<file path="config.mk">
export PLATFORM = sky130hd
export DESIGN_NAME = wavelet53_lifting_row_core
export DESIGN_NICKNAME = d
export VERILOG_FILES = /design/src/rtl/core/wlr_pkg.sv /design/src/rtl/core/wlr_lift.sv /design/src/rtl/core/wlr_res_fifo.sv /design/src/rtl/core/wavelet53_lifting_row_core.sv
export SDC_FILE = /design/constraint.sdc
export NUM_CORES = 2
export LEC_CHECK = 0
export ABC_AREA = 1
export BUFFER_PORTS_ARGS = -buffer_cell sky130_fd_sc_hd__buf_4
export CELL_PAD_IN_SITES_DETAIL_PLACEMENT = 0
export CELL_PAD_IN_SITES_GLOBAL_PLACEMENT = 1
export CORE_ASPECT_RATIO = 1.2
export CORE_UTILIZATION = 30
export CTS_BUF_LIST = sky130_fd_sc_hd__clkbuf_8 sky130_fd_sc_hd__clkbuf_16
export DETAILED_ROUTE_END_ITERATION = 6
export GPL_TIMING_DRIVEN = 0
export PLACE_DENSITY_LB_ADDON = 0.1
export SLEW_MARGIN = 20
export SYNTH_ARGS = -nofsm -noshare
export SYNTH_HDL_FRONTEND = slang
export SYNTH_SLANG_ARGS = --single-unit
</file>
<file path="constraint.sdc">
create_clock -name clk_i -period 7.9 [get_ports clk_i]
set_input_delay 1.185 -clock clk_i [delete_from_list [all_inputs] [get_ports clk_i]]
set_output_delay 1.185 -clock clk_i [all_outputs]
set_load 0.02 [all_outputs]
</file>
<file path="src/rtl/core/wlr_pkg.sv">
// Shared types, constants and helpers for the 5/3 lifting row core.
package wlr_pkg;

  localparam int SampleW = 17;
  localparam int ValueW  = 19;
  localparam int StateW  = 20;
  // Working width of the lifting arithmetic; no intermediate can exceed it.
  localparam int AccW    = 22;
  localparam int MaxRes  = 3;

  localparam logic BandLow  = 1'b0;
  localparam logic BandHigh = 1'b1;

  typedef enum logic {
    DirForward = 1'b0,
    DirInverse = 1'b1
  } dir_e;

  typedef struct packed {
    logic signed [ValueW-1:0] value;
    logic                     band;
    logic                     row_done;
  } result_t;

  // Results produced by one input beat, in delivery order from index 0.
  typedef struct packed {
    logic [1:0]                num;
    result_t [MaxRes-1:0]      res;
  } lift_out_t;

  function automatic result_t mk_result(logic signed [AccW-1:0] v, logic band);
    result_t r;
    r.value    = v[ValueW-1:0];
    r.band     = band;
    r.row_done = 1'b0;
    return r;
  endfunction

endpackage

</file>
<file path="src/rtl/core/wlr_lift.sv">
// Lifting datapath and row state: turns one registered beat into up to three results.
module wlr_lift
  import wlr_pkg::*;
(
  input  logic                      clk_i,
  input  logic                      rst_ni,
  input  logic                      cfg_we_i,
  input  logic                      cfg_dir_i,
  input  logic                      commit_i,
  input  logic signed [SampleW-1:0] x_i,
  input  logic                      last_i,
  output lift_out_t                 lift_o
);

  localparam logic signed [AccW-1:0] Two = AccW'(2);

  dir_e                     dir_q;
  logic signed [StateW-1:0] even_q, even_d;
  logic signed [StateW-1:0] odd_q, odd_d;
  logic signed [StateW-1:0] pd_q, pd_d;
  logic signed [StateW-1:0] pe_q, pe_d;
  logic                     parity_q, parity_d;
  logic                     first_q, first_d;
  logic                     held_q, held_d;

  logic signed [AccW-1:0]   xw, ev, od, pd, pe, d, dp, s, xe, xo;
  logic [1:0]               n;
  logic                     restart;

  always_comb begin
    even_d   = even_q;
    odd_d    = odd_q;
    pd_d     = pd_q;
    pe_d     = pe_q;
    parity_d = parity_q;
    first_d  = first_q;
    held_d   = held_q;
    lift_o   = '0;
    n        = '0;
    restart  = 1'b0;
    xw = AccW'(x_i);
    ev = AccW'(even_q);
    od = AccW'(odd_q);
    pd = AccW'(pd_q);
    pe = AccW'(pe_q);
    d  = '0;
    dp = '0;
    s  = '0;
    xe = '0;
    xo = '0;
    if (dir_q == DirForward) begin
      if (!parity_q) begin
        // An even sample closes the pending pair as its right neighbor.
        if (held_q) begin
          d  = od - ((ev + xw) >>> 1);
          dp = first_q ? d : pd;
          s  = ev + ((dp + d + Two) >>> 2);
          lift_o.res[n] = mk_result(s, BandLow);
          n = n + 2'd1;
          lift_o.res[n] = mk_result(d, BandHigh);
          n = n + 2'd1;
          pd_d    = d[StateW-1:0];
          first_d = 1'b0;
        end
        even_d = StateW'(x_i);
        held_d = 1'b0;
        if (last_i) begin
          if (first_d) begin
            s = xw;
          end else begin
            s = xw + (((AccW'(pd_d) <<< 1) + Two) >>> 2);
          end
          lift_o.res[n] = mk_result(s, BandLow);
          n = n + 2'd1;
          restart = 1'b1;
        end else begin
          parity_d = 1'b1;
        end
      end else begin
        odd_d  = StateW'(x_i);
        held_d = 1'b1;
        if (last_i) begin
          // Mirrored right neighbor equals the held even sample.
          d  = xw - ev;
          dp = first_q ? d : pd;
          s  = ev + ((dp + d + Two) >>> 2);
          lift_o.res[n] = mk_result(s, BandLow);
          n = n + 2'd1;
          lift_o.res[n] = mk_result(d, BandHigh);
          n = n + 2'd1;
          restart = 1'b1;
        end else begin
          parity_d = 1'b0;
        end
      end
    end else begin
      if (!parity_q) begin
        even_d = StateW'(x_i);
        if (last_i) begin
          if (first_q) begin
            lift_o.res[n] = mk_result(xw, BandLow);
            n = n + 2'd1;
          end else begin
            xe = xw - (((pd <<< 1) + Two) >>> 2);
            xo = pd + ((pe + xe) >>> 1);
            lift_o.res[n] = mk_result(xo, BandHigh);
            n = n + 2'd1;
            lift_o.res[n] = mk_result(xe, BandLow);
            n = n + 2'd1;
          end
          restart = 1'b1;
        end else begin
          parity_d = 1'b1;
        end
      end else begin
        dp = first_q ? xw : pd;
        xe = ev - ((dp + xw + Two) >>> 2);
        if (!first_q) begin
          xo = pd + ((pe + xe) >>> 1);
          lift_o.res[n] = mk_result(xo, BandHigh);
          n = n + 2'd1;
        end
        lift_o.res[n] = mk_result(xe, BandLow);
        n = n + 2'd1;
        pe_d    = xe[StateW-1:0];
        pd_d    = StateW'(x_i);
        first_d = 1'b0;
        if (last_i) begin
          // The final odd sample mirrors its right even neighbor.
          lift_o.res[n] = mk_result(xw + xe, BandHigh);
          n = n + 2'd1;
          restart = 1'b1;
        end else begin
          parity_d = 1'b0;
        end
      end
    end
    if (last_i && (n != 2'd0)) begin
      lift_o.res[n - 2'd1].row_done = 1'b1;
    end
    lift_o.num = n;
    if (restart) begin
      even_d   = '0;
      odd_d    = '0;
      pd_d     = '0;
      pe_d     = '0;
      parity_d = 1'b0;
      first_d  = 1'b1;
      held_d   = 1'b0;
    end
  end

  always_ff @(posedge clk_i or negedge rst_ni) begin
    if (!rst_ni) begin
      dir_q    <= DirForward;
      even_q   <= '0;
      odd_q    <= '0;
      pd_q     <= '0;
      pe_q     <= '0;
      parity_q <= 1'b0;
      first_q  <= 1'b1;
      held_q   <= 1'b0;
    end else if (cfg_we_i) begin
      dir_q    <= dir_e'(cfg_dir_i);
      even_q   <= '0;
      odd_q    <= '0;
      pd_q     <= '0;
      pe_q     <= '0;
      parity_q <= 1'b0;
      first_q  <= 1'b1;
      held_q   <= 1'b0;
    end else if (commit_i) begin
      even_q   <= even_d;
      odd_q    <= odd_d;
      pd_q     <= pd_d;
      pe_q     <= pe_d;
      parity_q <= parity_d;
      first_q  <= first_d;
      held_q   <= held_d;
    end
  end

`ifndef SYNTHESIS
  a_row_end_restarts: assert property (@(posedge clk_i) disable iff (!rst_ni)
    commit_i && last_i |=> !parity_q && first_q && !held_q)
    else $error("row state not restarted after the last beat of a row");

  a_fwd_two_results: assert property (@(posedge clk_i) disable iff (!rst_ni)
    dir_q == DirForward && !last_i |-> lift_o.num != 2'd3)
    else $error("forward beat inside a row produced three results");
`endif

endmodule

</file>
<file path="src/rtl/core/wlr_res_fifo.sv">
// Result queue: takes up to three results per cycle, delivers one beat per cycle while out_stall_i is low.
module wlr_res_fifo
  import wlr_pkg::*;
#(
  parameter int Depth = 8
) (
  input  logic      clk_i,
  input  logic      rst_ni,
  input  logic      push_en_i,
  input  lift_out_t push_i,
  output logic      room_o,
  output logic      out_valid_o,
  input  logic      out_stall_i,
  output result_t   out_res_o
);

  localparam int PtrW = $clog2(Depth);
  localparam int CntW = $clog2(Depth + 1);

  result_t [Depth-1:0] mem_q;
  logic [PtrW-1:0]     wr_ptr_q, rd_ptr_q;
  logic [CntW-1:0]     count_q, count_d;
  logic [CntW-1:0]     push_num;
  logic                pop;

  assign push_num    = push_en_i ? CntW'(push_i.num) : '0;
  assign out_valid_o = (count_q != '0);
  assign pop         = out_valid_o && !out_stall_i;
  assign out_res_o   = mem_q[rd_ptr_q];
  assign room_o      = (count_q <= CntW'(Depth - MaxRes));
  assign count_d     = count_q + push_num - CntW'(pop);

  always_ff @(posedge clk_i) begin
    for (int k = 0; k < MaxRes; k++) begin
      if (push_en_i && (k < int'(push_i.num))) begin
        mem_q[wr_ptr_q + PtrW'(k)] <= push_i.res[k];
      end
    end
  end

  always_ff @(posedge clk_i or negedge rst_ni) begin
    if (!rst_ni) begin
      wr_ptr_q <= '0;
      rd_ptr_q <= '0;
      count_q  <= '0;
    end else begin
      wr_ptr_q <= wr_ptr_q + push_num[PtrW-1:0];
      rd_ptr_q <= rd_ptr_q + PtrW'(pop);
      count_q  <= count_d;
    end
  end

`ifndef SYNTHESIS
  a_no_overflow: assert property (@(posedge clk_i) disable iff (!rst_ni)
    count_q <= CntW'(Depth))
    else $error("result queue overflow");
`endif

endmodule

</file>
<file path="src/rtl/core/wavelet53_lifting_row_core.sv">
// Top level of the streaming LeGall 5/3 lifting row core.
// Forward mode (direction 0) takes pixels and emits interleaved low/high
// coefficients; inverse mode (direction 1) takes interleaved coefficients and
// emits samples. Rows have any length of at least 1, the last element is
// flagged by row_end_i, and symmetric extension is applied at both row ends.
// A beat enters an input register, is lifted combinationally and its zero to
// three results are written to a result queue of ResDepth entries at once.
// The input side takes one beat per cycle while the queue has room for
// three results; the output side delivers one result per cycle while
// out_stall_i is low, so the sustained rate is one input beat per cycle,
// bounded by the single result port (about one result per beat on average,
// up to three at a row end). Writing the direction register restarts the row.
// ResDepth must be a power of two, 4 or more.
module wavelet53_lifting_row_core
  import wlr_pkg::*;
#(
  parameter int ResDepth = 8
) (
  input  logic                      clk_i,
  input  logic                      rst_ni,
  input  logic                      cfg_we_i,
  input  logic                      cfg_wdata_i,
  input  logic                      in_valid_i,
  output logic                      in_stall_o,
  input  logic signed [SampleW-1:0] sample_in_i,
  input  logic                      row_end_i,
  output logic                      out_valid_o,
  input  logic                      out_stall_i,
  output logic signed [ValueW-1:0]  value_out_o,
  output logic                      band_o,
  output logic                      row_done_o
);

  logic                      in_valid_q;
  logic signed [SampleW-1:0] x_q;
  logic                      last_q;
  logic                      room;
  logic                      commit;
  lift_out_t                 lift;
  result_t                   out_res;

  assign commit     = in_valid_q && room;
  assign in_stall_o = in_valid_q && !room;

  always_ff @(posedge clk_i or negedge rst_ni) begin
    if (!rst_ni) begin
      in_valid_q <= 1'b0;
    end else if (!in_stall_o) begin
      in_valid_q <= in_valid_i;
    end
  end

  always_ff @(posedge clk_i) begin
    if (in_valid_i && !in_stall_o) begin
      x_q    <= sample_in_i;
      last_q <= row_end_i;
    end
  end

  wlr_lift u_lift (
    .clk_i     (clk_i),
    .rst_ni    (rst_ni),
    .cfg_we_i  (cfg_we_i),
    .cfg_dir_i (cfg_wdata_i),
    .commit_i  (commit),
    .x_i       (x_q),
    .last_i    (last_q),
    .lift_o    (lift)
  );

  wlr_res_fifo #(
    .Depth (ResDepth)
  ) u_res_fifo (
    .clk_i       (clk_i),
    .rst_ni      (rst_ni),
    .push_en_i   (commit),
    .push_i      (lift),
    .room_o      (room),
    .out_valid_o (out_valid_o),
    .out_stall_i (out_stall_i),
    .out_res_o   (out_res)
  );

  assign value_out_o = out_res.value;
  assign band_o      = out_res.band;
  assign row_done_o  = out_res.row_done;

`ifndef SYNTHESIS
  a_stall_needs_beat: assert property (@(posedge clk_i) disable iff (!rst_ni)
    in_stall_o |-> in_valid_q)
    else $error("input stalled with an empty input register");

  a_held_beat_kept: assert property (@(posedge clk_i) disable iff (!rst_ni)
    in_valid_q && !commit |=> in_valid_q && $stable(x_q) && $stable(last_q))
    else $error("pending beat lost before it was lifted");
`endif

endmodule

</file>
==> results by stage <==
Worst setup path:
- The classification of the worst setup path is flop to flop.
- The launching element type of the critical path is a flop.
- By instance count, the cell type seen most on the critical path is sky130_fd_sc_hd__nand2_2.
- In this run the worst setup path begins at u_lift.first_q$_DFFE_PN1P_.
- Counting cells, the worst reg-to-reg path comes to a little under 50.
- The data required time of the critical path is between 8 and 9 ns.
- The cell with the largest stage delay on the worst path is sky130_fd_sc_hd__dfstp_2.
- The worst setup path is captured at a flop.
- In this design, the stage delay of the slowest critical-path cell is around 0.56 ns.
- The worst reg2reg path startpoint is u_lift.first_q$_DFFE_PN1P_.
- Data on the critical path arrives at its endpoint at approximately 8.5 ns.
- The maximum fanout along the worst path is 8.

Clock tree:
- Clock latency on the worst-skew pair, taken at its later pin, is roughly 0.65 ns.
- The total clock sinks is 275.
- TritonCTS built the clock tree.
- After clock tree synthesis, the flow added hold-fix buffers numbering 0.
- The register clock-pin slew on the reported worst setup and hold paths is about 0.070 ns.
- In this run the clock root is driven by a sky130_fd_sc_hd__clkbuf_16.
- The clock tree synthesis step divided the H-tree into 2 levels.
- The number of buffers inserted during clock tree synthesis is 40.
- The clock passes through at most 3 buffers.

Die:
- The die extent in x is approximately 300 um.
- The floorplan die height is 367 um.
- After floorplanning, the core was divided into about 130 placement rows.
- In this run the count of I/O pins placed on the die edge is 47.
- The placeable core region is 0.110 mm^2.
- The starting density of the core is roughly 30%.
- The die covers about 0.11 mm^2.

Global route:
- The largest net degree at the start of global routing is 61.
- The via count of the first global-routing pass is 37300.
- The wire length of the first global-routing pass is 278 mm.
- The initial antenna violation count came to 9.
- The remaining global-route overflow is 0.
- The global-route usage over all layers is about a third.

Final layout:
- The area growth from synthesis to layout is 20.7%.
- Once layout is complete, the utilization of the core stands at a little over a third.
- The final net count is between 5000 and 6000.
- The share of post-route cells with drive strength above 1 is 12.7%.

Synthesis:
- The library cell occupying the most area in the post-synthesis netlist is sky130_fd_sc_hd__nand2_1.
- The register area share after synthesis is between 10% and 20%.
- After synthesis, the cell types taking the most area are sky130_fd_sc_hd__nand2_1 (15%), sky130_fd_sc_hd__ha_1 (14%), sky130_fd_sc_hd__dfxtp_1 (10%).
- The number of distinct library cells after synthesis is between 70 and 80.
- In the synthesized netlist the dominant register cell turns out to be sky130_fd_sc_hd__dfxtp_1.
- In the synthesized netlist the async set-or-reset flop fraction comes to between 30% and 40%.
- The post-synthesis net count is 5691.
- After synthesis the netlist holds a flip-flop and latch count of around 280.
- The Yosys step of the flow raised 0 warnings.
- After synthesis, the largest area contributor takes up around 15% of total cell area.
- The number of standard cells after synthesis is ~5300.
- The synthesized netlist occupies a cell area of between 0.03 and 0.04 mm^2.
- A synthesized cell averages between 6 and 7 um^2.
- Yosys mapped a number of flops with a built-in enable equal to 18.

Drt:
- The DRC violation total after the first TritonRoute iteration is 3226.
- The detail route stage leaves a number of antenna-violating nets equal to 0.
- The total routed wirelength is roughly 200 mm.
- The final routed DRC violation total is 0.
- Dividing the detail-routed via count by the number of cells gives 5.54.
- The first detailed-routing pass ran for 5 iterations.
- Dividing the detail-routed wire length by the instance count gives 28.8 um.
- Across all layers, the routed design uses about 39000 vias.

Placed design:
- The number of input and output port buffers inserted is between 40 and 50.
- After legalization and detailed placement, the total HPWL measured between 150 and 200 mm.
- The final estimated routing congestion in global placement is between 1 and 1.5.

Timing:
- Setup violations remaining at the end of the flow were counted as 8.
- Setup repair after global routing could not meet its margin everywhere.
- The final hold violation count is 0.
- For this run, the top clock speed supported by timing is roughly 130 MHz.
- The clock period minus final worst setup slack is 7.96 ns.
- Across all setup checks in the final design, the least slack found is -0.0629 ns.
- The final critical path takes up 101% of the cycle.
- The normalized max-slew margin is between 20% and 30%.
- The clock tree skew after final layout is about 0.023 ns.
- The worst hold slack is 0.441 ns.
- For the pin with the worst max-slew slack, the measured transition is 1.18 ns.
- The max-slew violation total from the final report is 0.
- Summed over all failing endpoints, the final setup total negative slack is -0.351 ns.

Flow run:
- The tool flagged a number of max-cap violations equal to 0.

Outcome:
- The flow ran to the end, but the final reports show violations.
- The checks that failed: negative setup slack.

Worst hold path:
- The worst hold path belongs to the class input port to async pin.
## registers in the layout, indices dropped and copies added (netlist names)
name,count
u_lift.odd_q,17
u_lift.even_q,17
u_lift.parity_q,1
u_res_fifo.mem_q,168
u_lift.pd_q,20
u_lift.dir_q,1
last_q,1
u_res_fifo.wr_ptr_q,3
u_lift.first_q,1
x_q,17
u_res_fifo.rd_ptr_q,3
in_valid_q,1
u_lift.held_q,1
u_lift.pe_q,20
u_res_fifo.count_q,4
## area by class of cell
cell class	instances	area, um^2
Buffer	178	847
Timing Repair Buffer	181	1570
Clock buffer	48	1130
Tap cell	1417	1770
Multi-Input combinational cell	4158	25900
Fill cell	12200	69700
Clock inverter	23	201
Antenna cell	3	7.51
Inverter	669	2570
Sequential cell	275	6150
## layout by cell type, fill, tap and decap left out, types with 30 or more instances in the layout
cell type	netlist	layout
sky130_fd_sc_hd__nand2_1	1298	1254
sky130_fd_sc_hd__dfrtp_1	88	74
sky130_fd_sc_hd__inv_2	26	36
sky130_fd_sc_hd__o22ai_1	74	66
sky130_fd_sc_hd__nand2_2	10	43
sky130_fd_sc_hd__inv_1	635	626
sky130_fd_sc_hd__xnor2_1	81	73
sky130_fd_sc_hd__a21oi_2	3	35
sky130_fd_sc_hd__o21ai_1	67	75
sky130_fd_sc_hd__a21oi_1	442	405
sky130_fd_sc_hd__buf_2	30	30
sky130_fd_sc_hd__nand3_1	350	333
sky130_fd_sc_hd__xor2_1	154	133
sky130_fd_sc_hd__nor3_1	53	39
sky130_fd_sc_hd__ha_1	366	326
sky130_fd_sc_hd__dfxtp_1	168	168
sky130_fd_sc_hd__clkbuf_1	138	129
sky130_fd_sc_hd__nand4_1	30	30
sky130_fd_sc_hd__nor2_1	352	334
sky130_fd_sc_hd__clkbuf_16	0	46
sky130_fd_sc_hd__o211ai_1	58	58
sky130_fd_sc_hd__a31oi_1	45	41
sky130_fd_sc_hd__o21ai_0	483	453
sky130_fd_sc_hd__buf_4	2	160
## repair_timing
item                                    CTS  global route
gates resized for setup                 224           220
pin swaps                                65           109
buffers inserted                         75            48
endpoints found under the setup margin  158            93
## layer usage
| metal | up-vias | GRT usage [%] | part of all wire, % |
|---|---|---|---|
| met5 | - | 0.388 | 0.042 |
| met4 | 6 | 27.1 | 9.6 |
| met3 | 526 | 4.51 | 5.4 |
| met2 | 1427 | 58.7 | 47 |
| met1 | 18400 | 39.4 | 38 |
| li1 | 18200 | - | - |
## worst max-delay path: cells and delay by family, from the launching register on
family	cells	cell delay (ns)
simple gates	18	2.22
compound gates	11	1.82
fa+ha+maj	5	1.46
buf+inv	12	1.42
flops	1	0.56
xor+xnor	3	0.31
## worst paths after layout
check | to | slack, ns
worst max-delay path | u_res_fifo.mem_q[167]$_DFF_P_ | -0.06
worst min-delay path | u_lift.pd_q[18]$_DFFE_PN0P_ | 0.44
worst max register to register | u_res_fifo.mem_q[167]$_DFF_P_ | -0.06
worst min register to register | in_valid_q$_DFFE_PN0N_ | 0.49
max in group asynchronous | u_lift.even_q[1]$_DFFE_PN0P_ | 6.71
min in group clk_i | in_valid_q$_DFFE_PN0N_ | 0.49
## cell families after synthesis
group | synth area share, %
flip-flops | 18.4
XOR/XNOR | 6.27
AO/OA/AOI/OAI | 22.8
AND/OR/NAND/NOR | 27.4
multiplexers | 0.507
buffers and inverters | 9.74
adder cells (fa/ha/maj) | 14.8
## Yosys cell counts, types with 45 or more instances
cell	number
sky130_fd_sc_hd__dfxtp_1	168
sky130_fd_sc_hd__nor2_1	352
sky130_fd_sc_hd__o22ai_1	74
sky130_fd_sc_hd__o211ai_1	58
sky130_fd_sc_hd__nand2_1	1298
sky130_fd_sc_hd__a31oi_1	45
sky130_fd_sc_hd__clkbuf_1	138
sky130_fd_sc_hd__nor3_1	53
sky130_fd_sc_hd__xor2_1	154
sky130_fd_sc_hd__inv_1	635
sky130_fd_sc_hd__o21ai_0	483
sky130_fd_sc_hd__dfrtp_1	88
sky130_fd_sc_hd__ha_1	366
sky130_fd_sc_hd__xnor2_1	81
sky130_fd_sc_hd__o21ai_1	67
sky130_fd_sc_hd__nand3_1	350
sky130_fd_sc_hd__a21oi_1	442
## metrics by stage
step / instance area (um^2) / cells / setup WS, ns
after floorplan: 33300 / 5283 / 0.00138
after global placement: 35400 / 6745 / -4.73
after detailed placement: 35700 / 6758 / -4.20
after CTS: 38800 / 6903 / -0.192
after global routing: 40200 / 6949 / -0.357
final: 40200 / 6952 / -0.0629
Power is not shown: default switching activity piles up to over one toggle a cycle in this logic, so the estimate is an artifact.
